### config.mk
export PLATFORM = sky130hd
export DESIGN_NAME = bzp_fifo
export DESIGN_NICKNAME = d
export VERILOG_FILES = /design/src/sv/bzp_fifo.sv
export SDC_FILE = /design/constraint.sdc
export NUM_CORES = 1
export LEC_CHECK = 0
export ABC_AREA = 1
export ABC_CLOCK_PERIOD_IN_PS = 1300
export BUFFER_PORTS_ARGS = -buffer_cell sky130_fd_sc_hd__buf_2
export CORE_AREA = 2 2 39 41
export CTS_BUF_LIST = sky130_fd_sc_hd__clkbuf_8 sky130_fd_sc_hd__clkbuf_16
export CTS_CLUSTER_DIAMETER = 40
export DETAILED_ROUTE_END_ITERATION = 8
export DIE_AREA = 0 0 41 43
export PLACE_DENSITY = 0.42
export SLEW_MARGIN = 20
export SYNTH_ARGS = -nofsm -noshare
export SYNTH_HDL_FRONTEND = slang
export SYNTH_SLANG_ARGS = --single-unit
### constraint.sdc
create_clock -name clk_i -period 1.3 [get_ports clk_i]
set_input_delay 0.26 -clock clk_i [delete_from_list [all_inputs] [get_ports clk_i]]
set_output_delay 0.26 -clock clk_i [all_outputs]
set_load 0.02 [all_outputs]
### src/sv/bzp_fifo.sv
module bzp_fifo #(
  parameter type item_t = logic
) (
  input  logic  clk_i,
  input  logic  rst_ni,
  input  logic  push_i,
  input  item_t data_i,
  output logic  full_o,
  input  logic  pop_i,
  output item_t data_o,
  output logic  empty_o
);

  item_t      mem_q [2];
  logic       wp_q, rp_q;
  logic [1:0] cnt_q;
  logic       do_push, do_pop;

  assign full_o  = (cnt_q == 2'd2);
  assign empty_o = (cnt_q == 2'd0);
  assign do_push = push_i && !full_o;
  assign do_pop  = pop_i && !empty_o;
  assign data_o  = mem_q[rp_q];

  always_ff @(posedge clk_i) begin
    if (do_push) begin
      mem_q[wp_q] <= data_i;
    end
  end

  always_ff @(posedge clk_i or negedge rst_ni) begin
    if (!rst_ni) begin
      wp_q  <= 1'b0;
      rp_q  <= 1'b0;
      cnt_q <= 2'd0;
    end else begin
      if (do_push) wp_q <= !wp_q;
      if (do_pop)  rp_q <= !rp_q;
      cnt_q <= cnt_q + {1'b0, do_push} - {1'b0, do_pop};
    end
  end

  a_cnt_range: assert property (@(posedge clk_i) disable iff (!rst_ni)
    cnt_q != 2'd3) else $error("fifo count out of range");
  a_ptr_match: assert property (@(posedge clk_i) disable iff (!rst_ni)
    (cnt_q == 2'd0 || cnt_q == 2'd2) |-> (wp_q == rp_q)) else $error("fifo pointers");
  a_pop_flow: assert property (@(posedge clk_i) disable iff (!rst_ni)
    (do_pop && !do_push) |=> (cnt_q == $past(cnt_q) - 2'd1)) else $error("fifo pop");

endmodule

**After elaboration in Yosys (flattened, before gate mapping)**

Memory sizes are Yosys's and may differ from the RTL's.
Index checks and enable logic that the tools add are counted.

- Output and inout bits: 3
- Memory bits (writable): 2
- Register bits after elaboration: 4
- Memories: 1
- Input bits: 5
- Logic and storage cells: 16

- Eq/ne operators: 1
- $add $sub $neg: 2
- Reductions and logical operators: 7
- Mux-type cells: 2

Memories:

| name | words | bits a word | read ports | clocked after memory_dff | wr ports | RTL line | RTL |
|---|---|---|---|---|---|---|---|
| mem_q | 2 | 1 | 1 | 0 | 1 | 14 | `item_t mem_q [2];` |

Operators with widths:

| cell | count |
|---|---|
| 1-bit logical NOT | 4 |
| 2-bit by 1-bit adder with 2-bit output | 1 |
| 2-bit == test, second input constant | 1 |
| 1-bit logical AND | 2 |
| 2-bit logical NOT | 1 |
| 1-bit two-way mux | 2 |
| 2-bit by 1-bit subtractor with 2-bit output | 1 |

**Logic depth before layout (Yosys ltp)**

- Word-level depth: 5
- Depth in mapped cells: 10
- Gate-level depth less buffers: 10

**Worst setup path before layout**

OpenSTA, ideal clock, no wires.

- Path kind: reg-to-reg
- Start: register cnt_q[1]
- End: register cnt_q[1]
- Buffers on the path: 0
- Cell stages (with the launch flop): 10
- Slack: 7 ps
- Clock period less this slack: 1293 ps
- Required time: 1184 ps
- Arrival: 1177 ps
- Library setup time: 116 ps
- Cells stage by stage: dfrtp_1 > inv_1 > nand2_2 > nand2_1 > inv_1 > ha_1 > inv_1 > ha_1 > nand3_1 > nand2_1

- Elaborated cells between the ends (all ways): 8
- Those cells by class: 2 x add/sub; 1 x eq/ne; 5 x reduce/logical

RTL lines:

| what | RTL line | RTL |
|---|---|---|
| start: declaration | 16 | `logic [1:0] cnt_q;` |
| start signal: assignment | 39 | `cnt_q <= cnt_q + {1'b0, do_push} - {1'b0, do_pop};` |
| 2-bit logical NOT | 20 | `assign empty_o = (cnt_q == 2'd0);` |
| 1-bit logical NOT | 22 | `assign do_pop = pop_i && !empty_o;` |
| 1-bit logical AND | 22 |  |
| net do_pop | 17 | `logic do_push, do_pop;` |
| 2-bit by 1-bit subtractor with 2-bit output | 39 |  |

The timed path passes the listed nets, and every way through them passes these cells.
A chain may end at the register's enable or synchronous reset.

**Final worst setup path**

Same ends and word-level chain as after synthesis.

==> run_results.csv <==
group,metric,value,unit
sta,max_freq,789,MHz
logic_synthesis,ys_warn_count,0,
floorplan,core_area,1380,um2
finish,layout-drive-gt1-share,0.542,
sta,fin_crit_sh,0.975,
floorplan,dieWidth,41,um
logic_synthesis,synth_cell_types,8,
cts,cts_buffers,3,
logic_synthesis,synth_edf_count,2,
setup_path,crit_type,"reg -> reg",
sta,fin_skew,3.39,ps
pwr,p_clk_frac,0.213,
pwr,leakage,0.293,nW
logic_synthesis,synth.most_common_cell,"nand2_1",
hold_path,hold_class,"in -> reg",
cts,cts_tree,"built",
route,route.layer.met1.wl,225,um
route,viasPerCell,3.73,
setup_path,cp-end-kind,"flip-flop",
pwr,p_per_area,2470,nW/um2
hold_path,whs_path_depth,1,
sta,min_period,1270,ps
logic_synthesis,synth_flop_cell,"dfrtp_1",
setup_path,worstPathRequired,1410,ps
cts,clkSinkCount,6,
logic_synthesis,synth.cell_area,310,um2
pwr,pwr-share-comb,0.539,
floorplan,die_y,43,um
route,vias,280,
floorplan,boundaryPins,8,
cts,clock_latency,220,ps
placed_design,io_buffers,7,
pwr,ir_drop,0.000890,V
logic_synthesis,synth_async_sr_flop_share,0.667,
pwr,swShare,0.362,
grt,grt_max_degree,5,
finish,antenna_cells,0,
grt,first_global_vias,263,
route,drt-initial-drc-count,5,
setup_path,crit_fanout,3,
finish,final_util,0.384,
grt,grtUsageTotal,0.0900,
setup_path,reg2regPathDepth,9,
placed_design,dp_hpwl,421,um
sta,drv_slew,0,
route,routed_wl,583,um
route,dr.pass1.iters,4,
floorplan,initial_core_util,0.224,
logic_synthesis,synth_seq_area_share,0.516,
logic_synthesis,avgSynthCellArea,7.96,um2
pwr,power.switching,0.475,mW
grt,grt_overflow,0,
setup_path,reg2reg_slack,30,ps
floorplan,die_area,1760,um2
cts,htreeDepth,1,
route,met3_length,24,um
logic_synthesis,yosysTopAreaCell,"dfrtp_1",
flow_run,maxCapViolCount,0,
sta,finalSetupViolCount,0,
setup_path,startpoint_type,"flip-flop",
floorplan,placementRows,14,
route,routed.top_layer,"met4",
setup_path,arrival,1380,ps
grt,grt_pass1_wl,924,um
logic_synthesis,syn_nets,46,
logic_synthesis,synth_area_leaders,"dfrtp_1 (32%), edfxtp_1 (19%), nand2_1 (17%), inv_1 (13%), ha_1 (8.1%)",
pwr,internal_power,0.838,mW
route,wl_per_cell,7.77,um
sta,worst_pin_slew,122,ps
logic_synthesis,synthCells,39,
cts,cts_root_buffer,"clkbuf_8",
status,status,"completed",
route,wl_met2,308,um
sta,final_hold_viol_count,0,
grt,antenna_found_initial,0,
route,ant_nets,0,
cts,clock_path_buffers,2,
logic_synthesis,synth_seq_cells,6,
sta,rsz0062_at_grt,"true",
route,drc,0,
placed_design,gp_congestion,0.637,
logic_synthesis,synthTopCellsByCount,"nand2_1 (14), inv_1 (11), dfrtp_1 (4)",
logic_synthesis,synth.top_cell.area_share,0.323,
cts,path_clk_slew,40,ps
finish,areaGrowthSynthToFinish,71.4,%
finish,nets,67,
pwr,power_frac_seq,0.248,
sta,slew_headroom,0.919,
sta,fin_setup_tns,0,ps
==> critical path, cell delays in order, from the launching register on <==
cell     delay [ps]
dfrtp_1         390
inv_2            70
nand2_2          50
nand2_2          70
inv_2            40
ha_4            250
inv_2            30
ha_4            150
nand3_2          50
nand2_1          40
==> per-stage QoR <==
stage	hold slack (ps)	power [mW]	setup WS [ps]	area, um2	instances
floorplan	-35.6	0.632	6.99	310	39
global placement	76.1	0.833	-56.3	403	67
detailed placement	74.9	0.831	-54.2	403	67
CTS	226	1.30	-1.05	528	75
global route	221	1.44	-70.2	532	75
finish	228	1.31	32.1	532	75
==> metal layers <==
layer  global-route usage  up-vias
met2                0.144        7
met4                0.100        0
met3               0.0471        2
met5                    0        -
li1                     -      152
met1               0.0625      119
==> cells by family after synthesis <==
kind of cell,Yosys count,synth area share
simple gates,20,0.270
buf+inv,11,0.133
fa+ha+maj,2,0.0806
flops,6,0.516
==> cell type report <==
class | count | area (um2)
Clock inverter | 1 | 3.75
Timing Repair Buffer | 16 | 121
Tap cell | 16 | 20.0
Sequential cell | 6 | 160
Clock buffer | 3 | 41.3
Inverter | 11 | 41.3
Fill cell | 143 | 852
Multi-Input combinational cell | 22 | 144
==> sequential cells by signal (all words and copies together) (netlist names) <==
signal and flops:
wp_q 1, rp_q 1, cnt_q 2, mem_q 2
==> worst paths after layout <==
| check | from | endpoint |
|---|---|---|
| hold / removal | data_i | mem_q[0]$_DFFE_PP_ |
| setup reg to reg | cnt_q[1]$_DFF_PN0_ | cnt_q[1]$_DFF_PN0_ |
| hold reg to reg | wp_q$_DFFE_PN0P_ | wp_q$_DFFE_PN0P_ |
| min in group asynchronous | rst_ni | rp_q$_DFFE_PN0P_ |
| setup / recovery | cnt_q[1]$_DFF_PN0_ | cnt_q[1]$_DFF_PN0_ |
| max in group asynchronous | rst_ni | wp_q$_DFFE_PN0P_ |
==> cell usage in the layout, fill, tap and decap left out <==
| cell | instances |
|---|---|
| edfxtp_1 | 2 |
| nand3_2 | 1 |
| nand3_1 | 2 |
| buf_4 | 7 |
| nand2_1 | 12 |
| nand2_2 | 4 |
| buf_2 | 5 |
| ha_4 | 2 |
| inv_1 | 5 |
| buf_6 | 3 |
| clkbuf_8 | 3 |
| dlygate4sd3_1 | 1 |
| inv_2 | 7 |
| nor2_1 | 1 |
| dfrtp_1 | 4 |
==> power by group through the flow <==
stage	combinational (mW)	sequential, mW	clock, mW
after floorplan	0.317	0.315	0
after global placement	0.511	0.322	0
after detailed placement	0.510	0.320	0
after CTS	0.687	0.326	0.286
after global routing	0.798	0.331	0.306
final	0.708	0.326	0.279
==> what timing repair did <==
item	CTS	global route
gates resized for setup	14	4
buffers inserted	4	0
pin swaps	4	4
hold buffers	1	0
hold endpoints to repair	4	0
setup endpoints to repair	4	4
(Power assumes the default switching activity.)
