===== config.mk =====
export PLATFORM = sky130hd
export DESIGN_NAME = bzp_front
export DESIGN_NICKNAME = d
export VERILOG_FILES = /design/src/sv/bzp_pkg.sv /design/src/sv/bzp_front.sv
export SDC_FILE = /design/constraint.sdc
export NUM_CORES = 2
export LEC_CHECK = 0
export ABC_CLOCK_PERIOD_IN_PS = 14190
export CORE_MARGIN = 1
export CORE_UTILIZATION = 45
export CTS_BUF_LIST = sky130_fd_sc_hd__clkbuf_4 sky130_fd_sc_hd__clkbuf_8
export DETAILED_ROUTE_END_ITERATION = 6
export DONT_BUFFER_PORTS = 1
export PLACE_DENSITY = 0.58
export SLEW_MARGIN = 20
export SYNTH_ARGS = -nofsm -noshare
export SYNTH_HDL_FRONTEND = slang
export SYNTH_SLANG_ARGS = --single-unit
export TNS_END_PERCENT = 5

===== constraint.sdc =====
create_clock -name clk_i -period 14.19 [get_ports clk_i]
set_input_delay 0 -clock clk_i [delete_from_list [all_inputs] [get_ports clk_i]]
set_output_delay 0 -clock clk_i [all_outputs]
set_load 0.01 [all_outputs]

===== src/sv/bzp_pkg.sv =====
package bzp_pkg;

  localparam int unsigned CoordW   = 9;
  localparam int unsigned PosW     = 25;  // Q9.16 curve position
  localparam int unsigned CellW    = 14;  // signed neighbor cell coordinate
  localparam int unsigned SqrtIn   = 36;
  localparam int unsigned SQRT8_Q16 = 185363;
  localparam logic [63:0] S3 = 64'(SQRT8_Q16) * 64'(SQRT8_Q16) * 64'(SQRT8_Q16);
  localparam int unsigned NbLast   = 8;

  typedef enum logic {
    KIND_PLOT = 1'b0,
    KIND_READ = 1'b1
  } kind_e;

  typedef struct packed {
    kind_e               kind;
    logic [PosW-1:0]     px;
    logic [PosW-1:0]     py;
    logic [CoordW-1:0]   rx;
    logic [CoordW-1:0]   ry;
  } job_t;

  typedef struct packed {
    logic [CoordW-1:0] x;
    logic [CoordW-1:0] y;
    logic [7:0]        value;
    logic              last;
  } result_t;

  typedef enum logic [1:0] {
    F_IDLE,
    F_MUL,
    F_ADD,
    F_PUSH
  } front_state_e;

  typedef enum logic [3:0] {
    B_CLEAR,
    B_IDLE,
    B_SETUP,
    B_NB,
    B_SQX,
    B_SQY,
    B_ROOT,
    B_DIFF,
    B_SQR,
    B_CUBE,
    B_SCALE,
    B_SEARCH,
    B_WRITE,
    B_NEXT,
    B_RD_WAIT,
    B_RD_EMIT
  } back_state_e;

  // neighbor order: center, then around starting below
  function automatic logic signed [1:0] nb_dx(input logic [3:0] i);
    logic signed [1:0] r;
    unique case (i)
      4'd2, 4'd3, 4'd4: r = 2'sd1;
      4'd6, 4'd7, 4'd8: r = -2'sd1;
      default:          r = 2'sd0;
    endcase
    return r;
  endfunction

  function automatic logic signed [1:0] nb_dy(input logic [3:0] i);
    logic signed [1:0] r;
    unique case (i)
      4'd1, 4'd2, 4'd8: r = 2'sd1;
      4'd4, 4'd5, 4'd6: r = -2'sd1;
      default:          r = 2'sd0;
    endcase
    return r;
  endfunction

endpackage


===== src/sv/bzp_front.sv =====
module bzp_front import bzp_pkg::*; #(
  parameter int unsigned T_FRAC_BITS = 16
) (
  input  logic              clk_i,
  input  logic              rst_ni,
  input  logic              cfg_we_i,
  input  logic [2:0]        cfg_idx_i,
  input  logic [CoordW-1:0] cfg_data_i,
  input  logic              in_valid_i,
  output logic              in_ready_o,
  input  logic              kind_i,
  input  logic [16:0]       t_frac_i,
  input  logic [CoordW-1:0] read_x_i,
  input  logic [CoordW-1:0] read_y_i,
  output logic              job_push_o,
  output job_t              job_o,
  input  logic              job_full_i
);

  localparam int unsigned TW = T_FRAC_BITS + 1;
  localparam int unsigned PW = PosW + TW + 2;
  localparam logic [TW-1:0] One = TW'(1) << T_FRAC_BITS;

  front_state_e state_q, state_d;
  logic [CoordW-1:0] cfg_q [8];
  logic [TW-1:0]     t_q;
  kind_e             kind_q;
  logic [CoordW-1:0] rx_q, ry_q;
  logic [3:0]        step_q;
  logic [PosW-1:0]   lr_q [5];
  logic [PosW-1:0]   px_q, py_q;
  logic signed [PW-1:0] prod_q;

  logic              ysel;
  logic [2:0]        j;
  logic [PosW-1:0]   c [4];
  logic [PosW-1:0]   op_a, op_b;
  logic signed [PW-1:0] sum;
  logic [PosW-1:0]   lerp_res;

  always_comb begin
    ysel = (step_q >= 4'd6);
    j    = ysel ? 3'(step_q - 4'd6) : step_q[2:0];
    for (int k = 0; k < 4; k++) begin
      c[k] = {cfg_q[2*k + (ysel ? 1 : 0)], 16'b0};
    end
    unique case (j)
      3'd0:    begin op_a = c[0];     op_b = c[1];     end
      3'd1:    begin op_a = c[1];     op_b = c[2];     end
      3'd2:    begin op_a = c[2];     op_b = c[3];     end
      3'd3:    begin op_a = lr_q[0];  op_b = lr_q[1];  end
      3'd4:    begin op_a = lr_q[1];  op_b = lr_q[2];  end
      default: begin op_a = lr_q[3];  op_b = lr_q[4];  end
    endcase
    sum      = $signed({3'b0, op_a, {T_FRAC_BITS{1'b0}}}) + prod_q;
    lerp_res = sum[T_FRAC_BITS +: PosW];
  end

  always_comb begin
    state_d = state_q;
    unique case (state_q)
      F_IDLE: if (in_valid_i) state_d = (kind_i == KIND_READ) ? F_PUSH : F_MUL;
      F_MUL:  state_d = F_ADD;
      F_ADD:  state_d = (step_q == 4'd11) ? F_PUSH : F_MUL;
      F_PUSH: if (!job_full_i) state_d = F_IDLE;
      default: state_d = F_IDLE;
    endcase
  end

  always_comb begin
    in_ready_o = (state_q == F_IDLE);
    job_push_o = (state_q == F_PUSH);
    job_o.kind = kind_q;
    job_o.px   = px_q;
    job_o.py   = py_q;
    job_o.rx   = rx_q;
    job_o.ry   = ry_q;
  end

  always_ff @(posedge clk_i or negedge rst_ni) begin
    if (!rst_ni) begin
      state_q <= F_IDLE;
      for (int k = 0; k < 8; k++) cfg_q[k] <= '0;
    end else begin
      state_q <= state_d;
      if (cfg_we_i) cfg_q[cfg_idx_i] <= cfg_data_i;
    end
  end

  always_ff @(posedge clk_i) begin
    unique case (state_q)
      F_IDLE: begin
        if (in_valid_i) begin
          kind_q <= kind_e'(kind_i);
          rx_q   <= read_x_i;
          ry_q   <= read_y_i;
          step_q <= 4'd0;
          // t above one saturates
          t_q    <= (32'(t_frac_i) > 32'(One)) ? One : TW'(t_frac_i);
        end
      end
      F_MUL: begin
        prod_q <= PW'($signed({1'b0, op_b}) - $signed({1'b0, op_a})) *
                  PW'($signed({1'b0, t_q}));
      end
      F_ADD: begin
        if (j < 3'd5) lr_q[j] <= lerp_res;
        else if (ysel) py_q <= lerp_res;
        else px_q <= lerp_res;
        step_q <= step_q + 4'd1;
      end
      default: ;
    endcase
  end

endmodule


* Word-level counts from Yosys, hierarchy flattened
Memory sizes are Yosys's and may differ from the RTL's.
Cells that the tools add are included.
** Word-level totals
- Register bits :: 205
- Bits in writable memories :: 125
- Input port bits :: 53
- Output and inout port bits :: 71
- Logic and storage cells :: 90
- Memories :: 1
** Memories
- lr_q :: words 5, bits a word 25, rd ports 5, clocked after memory_dff 0, write ports 1, RTL line bzp_front.sv:30 : logic [PosW-1:0] lr_q [5];
** Cells by class
- Add/sub/neg operators :: 7
- Multiply operators :: 1
- Magnitude comparators :: 9
- Equal/unequal tests :: 10
- Muxes and demuxes :: 29
- Bitwise operators :: 7
- Reductions and logical operators :: 9
** Operator list (number)
- $pmux 25 s5 :: 2
- $ge 32x4->1 const B :: 4
- $bmux 9 s3 :: 4
- $not 32->32 :: 3
- $mux 9 :: 9
- $bwmux 72 :: 1
- $add 41x41->41 :: 1
- $mul 26x18->41 :: 1
- $add 3x32->32 const A :: 1
- $add 4x32->32 const A :: 1
- $not 4->32 :: 1
- $demux 9 s3 :: 1
- $sub 25x25->26 :: 1
- $gt 17x17->1 const B :: 1
- $mux 2 :: 4
- $pmux 2 s4 :: 1
- $pmux 4 s2 :: 1
- $eq 3x2->1 const B :: 2
- $reduce_and 2->1 :: 3
- $reduce_and 3->1 :: 2
- $add 3x1->4 const A :: 1
- $add 4x1->4 const B :: 1
- $eq 2x2->1 const B :: 2
- $eq 4x4->1 const B :: 1
- 18 further kinds :: 23

* Longest topological paths before layout
- Depth in word-level cells :: 10
- Mapped depth :: 46

* Least setup slack after synthesis
No wires, ideal clock.
- Path kind :: register to register
- From :: reg step_q[0]
- To :: reg prod_q[31], data pin
- Setup time :: 0.262 ns
- Data arrival time :: 10.392 ns
- Setup slack :: 3.536 ns
- Cell stages (with the launch flop) :: 43
- Period minus slack after synthesis :: 10.654 ns
- Cells stage by stage :: edfxtp_1 -> clkbuf_1 -> clkinv_1 -> buf_1 -> clkbuf_1 -> ha_1 -> a211o_1 -> and2_1 -> clkbuf_1 -> nor2_1 -> clkbuf_1 -> a22oi_1 -> o22ai_1 -> ha_1 -> inv_1 -> fa_1 -> a211oi_1 -> nor2_1 -> (+7 left out) -> fa_1 -> inv_1 -> fa_1 -> fa_1 -> fa_1 -> fa_1 -> inv_1 -> fa_1 -> inv_1 -> ha_1 -> a21oi_1 -> o21ai_0 -> o311a_1 -> or2_1 -> o41a_1 -> a211oi_2 -> o21bai_1 -> xor2_1
** Between the ends
- Longest elaborated chain between the ends :: 10
- Elaborated cells between the ends (all ways) :: 32
- Those cells by class :: add/sub (5); mul (1); order compare (1); eq/ne (4); mux (16); bitwise (4); reduce/logical (1)
** RTL lines
- from (decl) :: RTL line bzp_front.sv:29 : logic [3:0] step_q;
- from (signal assigned) :: RTL line bzp_front.sv:110 : step_q <= step_q + 4'd1;
- $ge 4x3->1 :: RTL line bzp_front.sv:42 : ysel = (step_q >= 4'd6);
- $mux 1 :: RTL line bzp_front.sv:45 : c[k] = {cfg_q[2*k + (ysel ? 1 : 0)], 16'b0};
- $add 4x32->32, or another cell as far along :: RTL line bzp_front.sv:45
- $not 32->32 / $not 4->32 (equally long branches) :: RTL line bzp_front.sv:45
- $bmux 9 s3 :: RTL line bzp_front.sv:45
- $mux 9 (2 in a row) :: RTL line bzp_front.sv:45
- $pmux 25 s5 :: RTL line bzp_front.sv:47 : unique case (j)
- $sub 25x25->26 * :: RTL line bzp_front.sv:103 : prod_q <= PW'($signed({1'b0, op_b}) - $signed({1'b0, op_a})) *
- $mul 26x18->41 * :: RTL line bzp_front.sv:103
- to (signal assigned) :: RTL line bzp_front.sv:103
- to (decl) :: RTL line bzp_front.sv:32 : logic signed [PW-1:0] prod_q;
Mark *: on every way between the ends. The rest lies on a longest branch, timed or not. The select of a mux whose other input is x is not followed.
A chain may end at the register's enable or synchronous reset.

* Final worst setup path
- From :: reg step_q[0]
- To :: reg prod_q[29], data pin
The elaborated chain is that of the path after synthesis.

==> impl_metrics.yaml <==
outcome:
  run_status: "finished, final reports clean"
timing:
  maxSlewViolCount: 0
  fin_worst_hold_slack_ns: 0.0604
  rsz0062_at_grt: "no"
  layout_worst_path_cycle_share_pct: 80.1
  worst_pin_slew_ns: 1.02
  clock_skew_ns: 0.0764
  fmax_mhz: 88.0
  worst_slew_margin_rel_pct: 31.5
  clock_period_minus_worst_slack_ns: 11.37
  timing.setup.tns_ns: 0
  setup_violations: 0
  final_hold_viol_count: 0
synth:
  synth_ff_type: "sky130_fd_sc_hd__edfxtp_1"
  leading_post_synthesis_cells_by_cell_area: "sky130_fd_sc_hd__fa_1, sky130_fd_sc_hd__edfxtp_1, sky130_fd_sc_hd__inv_1"
  netlist_instances: 2770
  synthArstFlopShare_pct: 23.6
  synth_area_per_cell_um2: 10.7
  seq_area_frac_synth_pct: 30.6
  yosys_register_bits: 314
  syn-cell-area_mm2: 0.0296
  synth_enable_flop_cells: 240
  synth_fp_nets: 3382
  synth-warning-count: 0
  yosysTopAreaCellShare_pct: 27.8
  synth.distinct_cells: 72
  synth_area_leader_cell: "sky130_fd_sc_hd__fa_1"
routing:
  drt_first_iter_violations: 1345
  detail_route.vias_per_cell: 5.35
  overall_routed_net_length_um: 75100
  detail_route.wl_per_cell_um: 20.0
  remaining_number_of_nets_flagged_by_the_antenna_check_after_routing: 0
  detailedRoute.firstPassIterationCount: 6
  vias: 20125
  remaining_drcs: 0
placed_design:
  placed_instances: 3577
  dp_hpwl_um: 55200
  port_buffers: 0
  placement.cell_area_mm2: 0.0308
  globalplace.congestion: 0.899
cells_and_area:
  area.sequential_mm2: 0.00906
  post_layout_cell_count: 3759
  area.growth.synth_to_final_pct: 11.0
  final_net_count: 3471
  total_non_filler_cell_area_in_the_finished_layout_mm2: 0.0328
  multi_input_comb_area_mm2: 0.0182
  fillCellCount: 5886
  proportion_of_layout_cells_with_a_drive_suffix_above_1_pct: 9.38
die:
  io_pins: 124
  die_ar_mm2: 0.0668
  core_area_mm2: 0.0647
  placement_rows: 93
  floorplan.initialDensity_pct: 45.7
  die-width_um: 258
  chip_height_um: 258
global_routing:
  grt_remaining_overflow: 0
  track_usage_pct: 23.3
  maximum_number_of_pins_on_one_net_before_global_route_repair: 75
  grt_antenna_before_repair: 2
  global_route_wire_length_before_repair_um: 121000
  first_global_vias: 21893
flow_run:
  drv_cap: 0
setup_path:
  timing_worst_setup_path_type: "reg2reg"
  worst_path_most_repeated_cell: "sky130_fd_sc_hd__fa_1"
  cell_with_the_largest_stage_delay_on_the_worst_path: "sky130_fd_sc_hd__o21a_1"
  critPathMaxFanout: 33
  worstRegToRegCells: 41
  timing.critical_path.arrival_ns: 11.73
  max_stage_delay_ns: 0.70
  worst_ep_required_time_ns: 14.55
  crit_path_end_kind: "flop"
  critPathLaunchType: "flop"
clock_tree:
  cts.reportedPaths.clkPinSlew_ns: 0.06
  htreeDepth: 2
  cts-buffers-inserted: 56
  cts_sinks: 314
  clock_tree_root: "sky130_fd_sc_hd__clkbuf_8"
  cts_tree: "yes"
  worst_skew_pair.late_latency_ns: 0.68
  clockBufferDepth: 3
min_path:
  hold_depth: 2
  hold_path_class: "in2reg"
[state kept, by name, indices dropped and copies added, names as in the netlist]
register  count
cfg_q        72
kind_q        1
lr_q        125
prod_q       25
px_q         25
py_q         25
rx_q          9
ry_q          9
state_q       2
step_q        4
t_q          17
[cell type report]
| type | count | share of cell area, % |
|---|---|---|
| inverter | 523 | 5.98 |
| clock inverter | 25 | 0.884 |
| multi-input combinational | 1821 | 55.5 |
| sequential | 314 | 27.6 |
| antenna | 4 | 0.0305 |
| tap | 855 | 3.26 |
| timing repair buffer | 143 | 3.98 |
| clock buffer | 74 | 2.76 |
[what timing repair did]
item	in CTS	in global routing
endpoints found under the hold margin	190	0
setup buffers	0	0
hold buffers	79	0
gates resized for setup	0	0
[path summary, 6_finish.rpt]
| path | from | to | slack [ns] |
|---|---|---|---|
| worst min-delay path | cfg_idx_i[1] | cfg_q[11]$_DFFE_PN0P_ | 0.06 |
| min in group asynchronous | rst_ni | cfg_q[5]$_DFFE_PN0P_ | 0.57 |
| worst min register to register | cfg_q[44]$_DFFE_PN0P_ | cfg_q[44]$_DFFE_PN0P_ | 0.50 |
| worst max-delay path | step_q[0]$_SDFFCE_PN0P_ | prod_q[29]$_DFFE_PP_ | 2.82 |
| max in group asynchronous | rst_ni | cfg_q[66]$_DFFE_PN0P_ | 13.31 |
| worst max register to register | step_q[0]$_SDFFCE_PN0P_ | prod_q[29]$_DFFE_PP_ | 2.82 |
[critical path, delay by kind of cell (launching register included)]
kind                       cells  cell delay, ns
AOI/OAI and AO/OA             14            3.85
and+or+nand+nor                8            1.42
buffers and inverters          9            1.43
adders and majority gates      9            3.84
DFF                            1            0.32
xor gates and xnor gates       1            0.14
[routing by layer]
metal	track usage, %	part of all wire, %	routed length (um)	vias to the layer above
met1	32.5	44	33100	10326
met3	3.23	5.9	4400	105
met5	0	0	0	-
met4	5.88	2.1	1580	0
met2	38.5	48	36100	650
li1	-	-	-	9044
[cells in the final DEF, fill, tap and decap left out, drive strengths merged, types with 68 or more instances in the layout]
cell type    instances
fa                 411
dfrtp               74
and2               190
mux2                76
ha                 148
clkbuf              74
edfxtp             240
inv                524
mux2i               77
dlygate4sd3         77
a21oi               68
nand2              297
nor2                81
[per-stage QoR]
stage	util, %	setup slack (ns)
2_1_floorplan	-	3.54
3_3_place_gp	47.6	3.04
3_5_place_dp	47.6	2.92
4_1_cts	50.7	2.83
5_1_grt	50.7	2.09
6_report	50.7	2.82
[cell usage after synthesis (68+ instances only)]
library cell / instances
sky130_fd_sc_hd__a21oi_1: 68
sky130_fd_sc_hd__and2_1: 190
sky130_fd_sc_hd__clkbuf_1: 102
sky130_fd_sc_hd__dfrtp_1: 74
sky130_fd_sc_hd__edfxtp_1: 240
sky130_fd_sc_hd__fa_1: 411
sky130_fd_sc_hd__ha_1: 148
sky130_fd_sc_hd__inv_1: 522
sky130_fd_sc_hd__mux2_2: 76
sky130_fd_sc_hd__mux2i_1: 77
sky130_fd_sc_hd__nand2_1: 297
sky130_fd_sc_hd__nor2_1: 81
[cells by family after synthesis]
kind of cell,after synthesis,share of synthesized area (%)
compound gates,270,5.87
flops,314,30.6
xor+xnor,83,2.50
fa+ha+maj,559,34.1
simple gates,744,12.4
mux,165,6.41
buf+inv,635,8.10
Power is not shown: default switching activity piles up to over one toggle a cycle in this logic, so the estimate is an artifact.
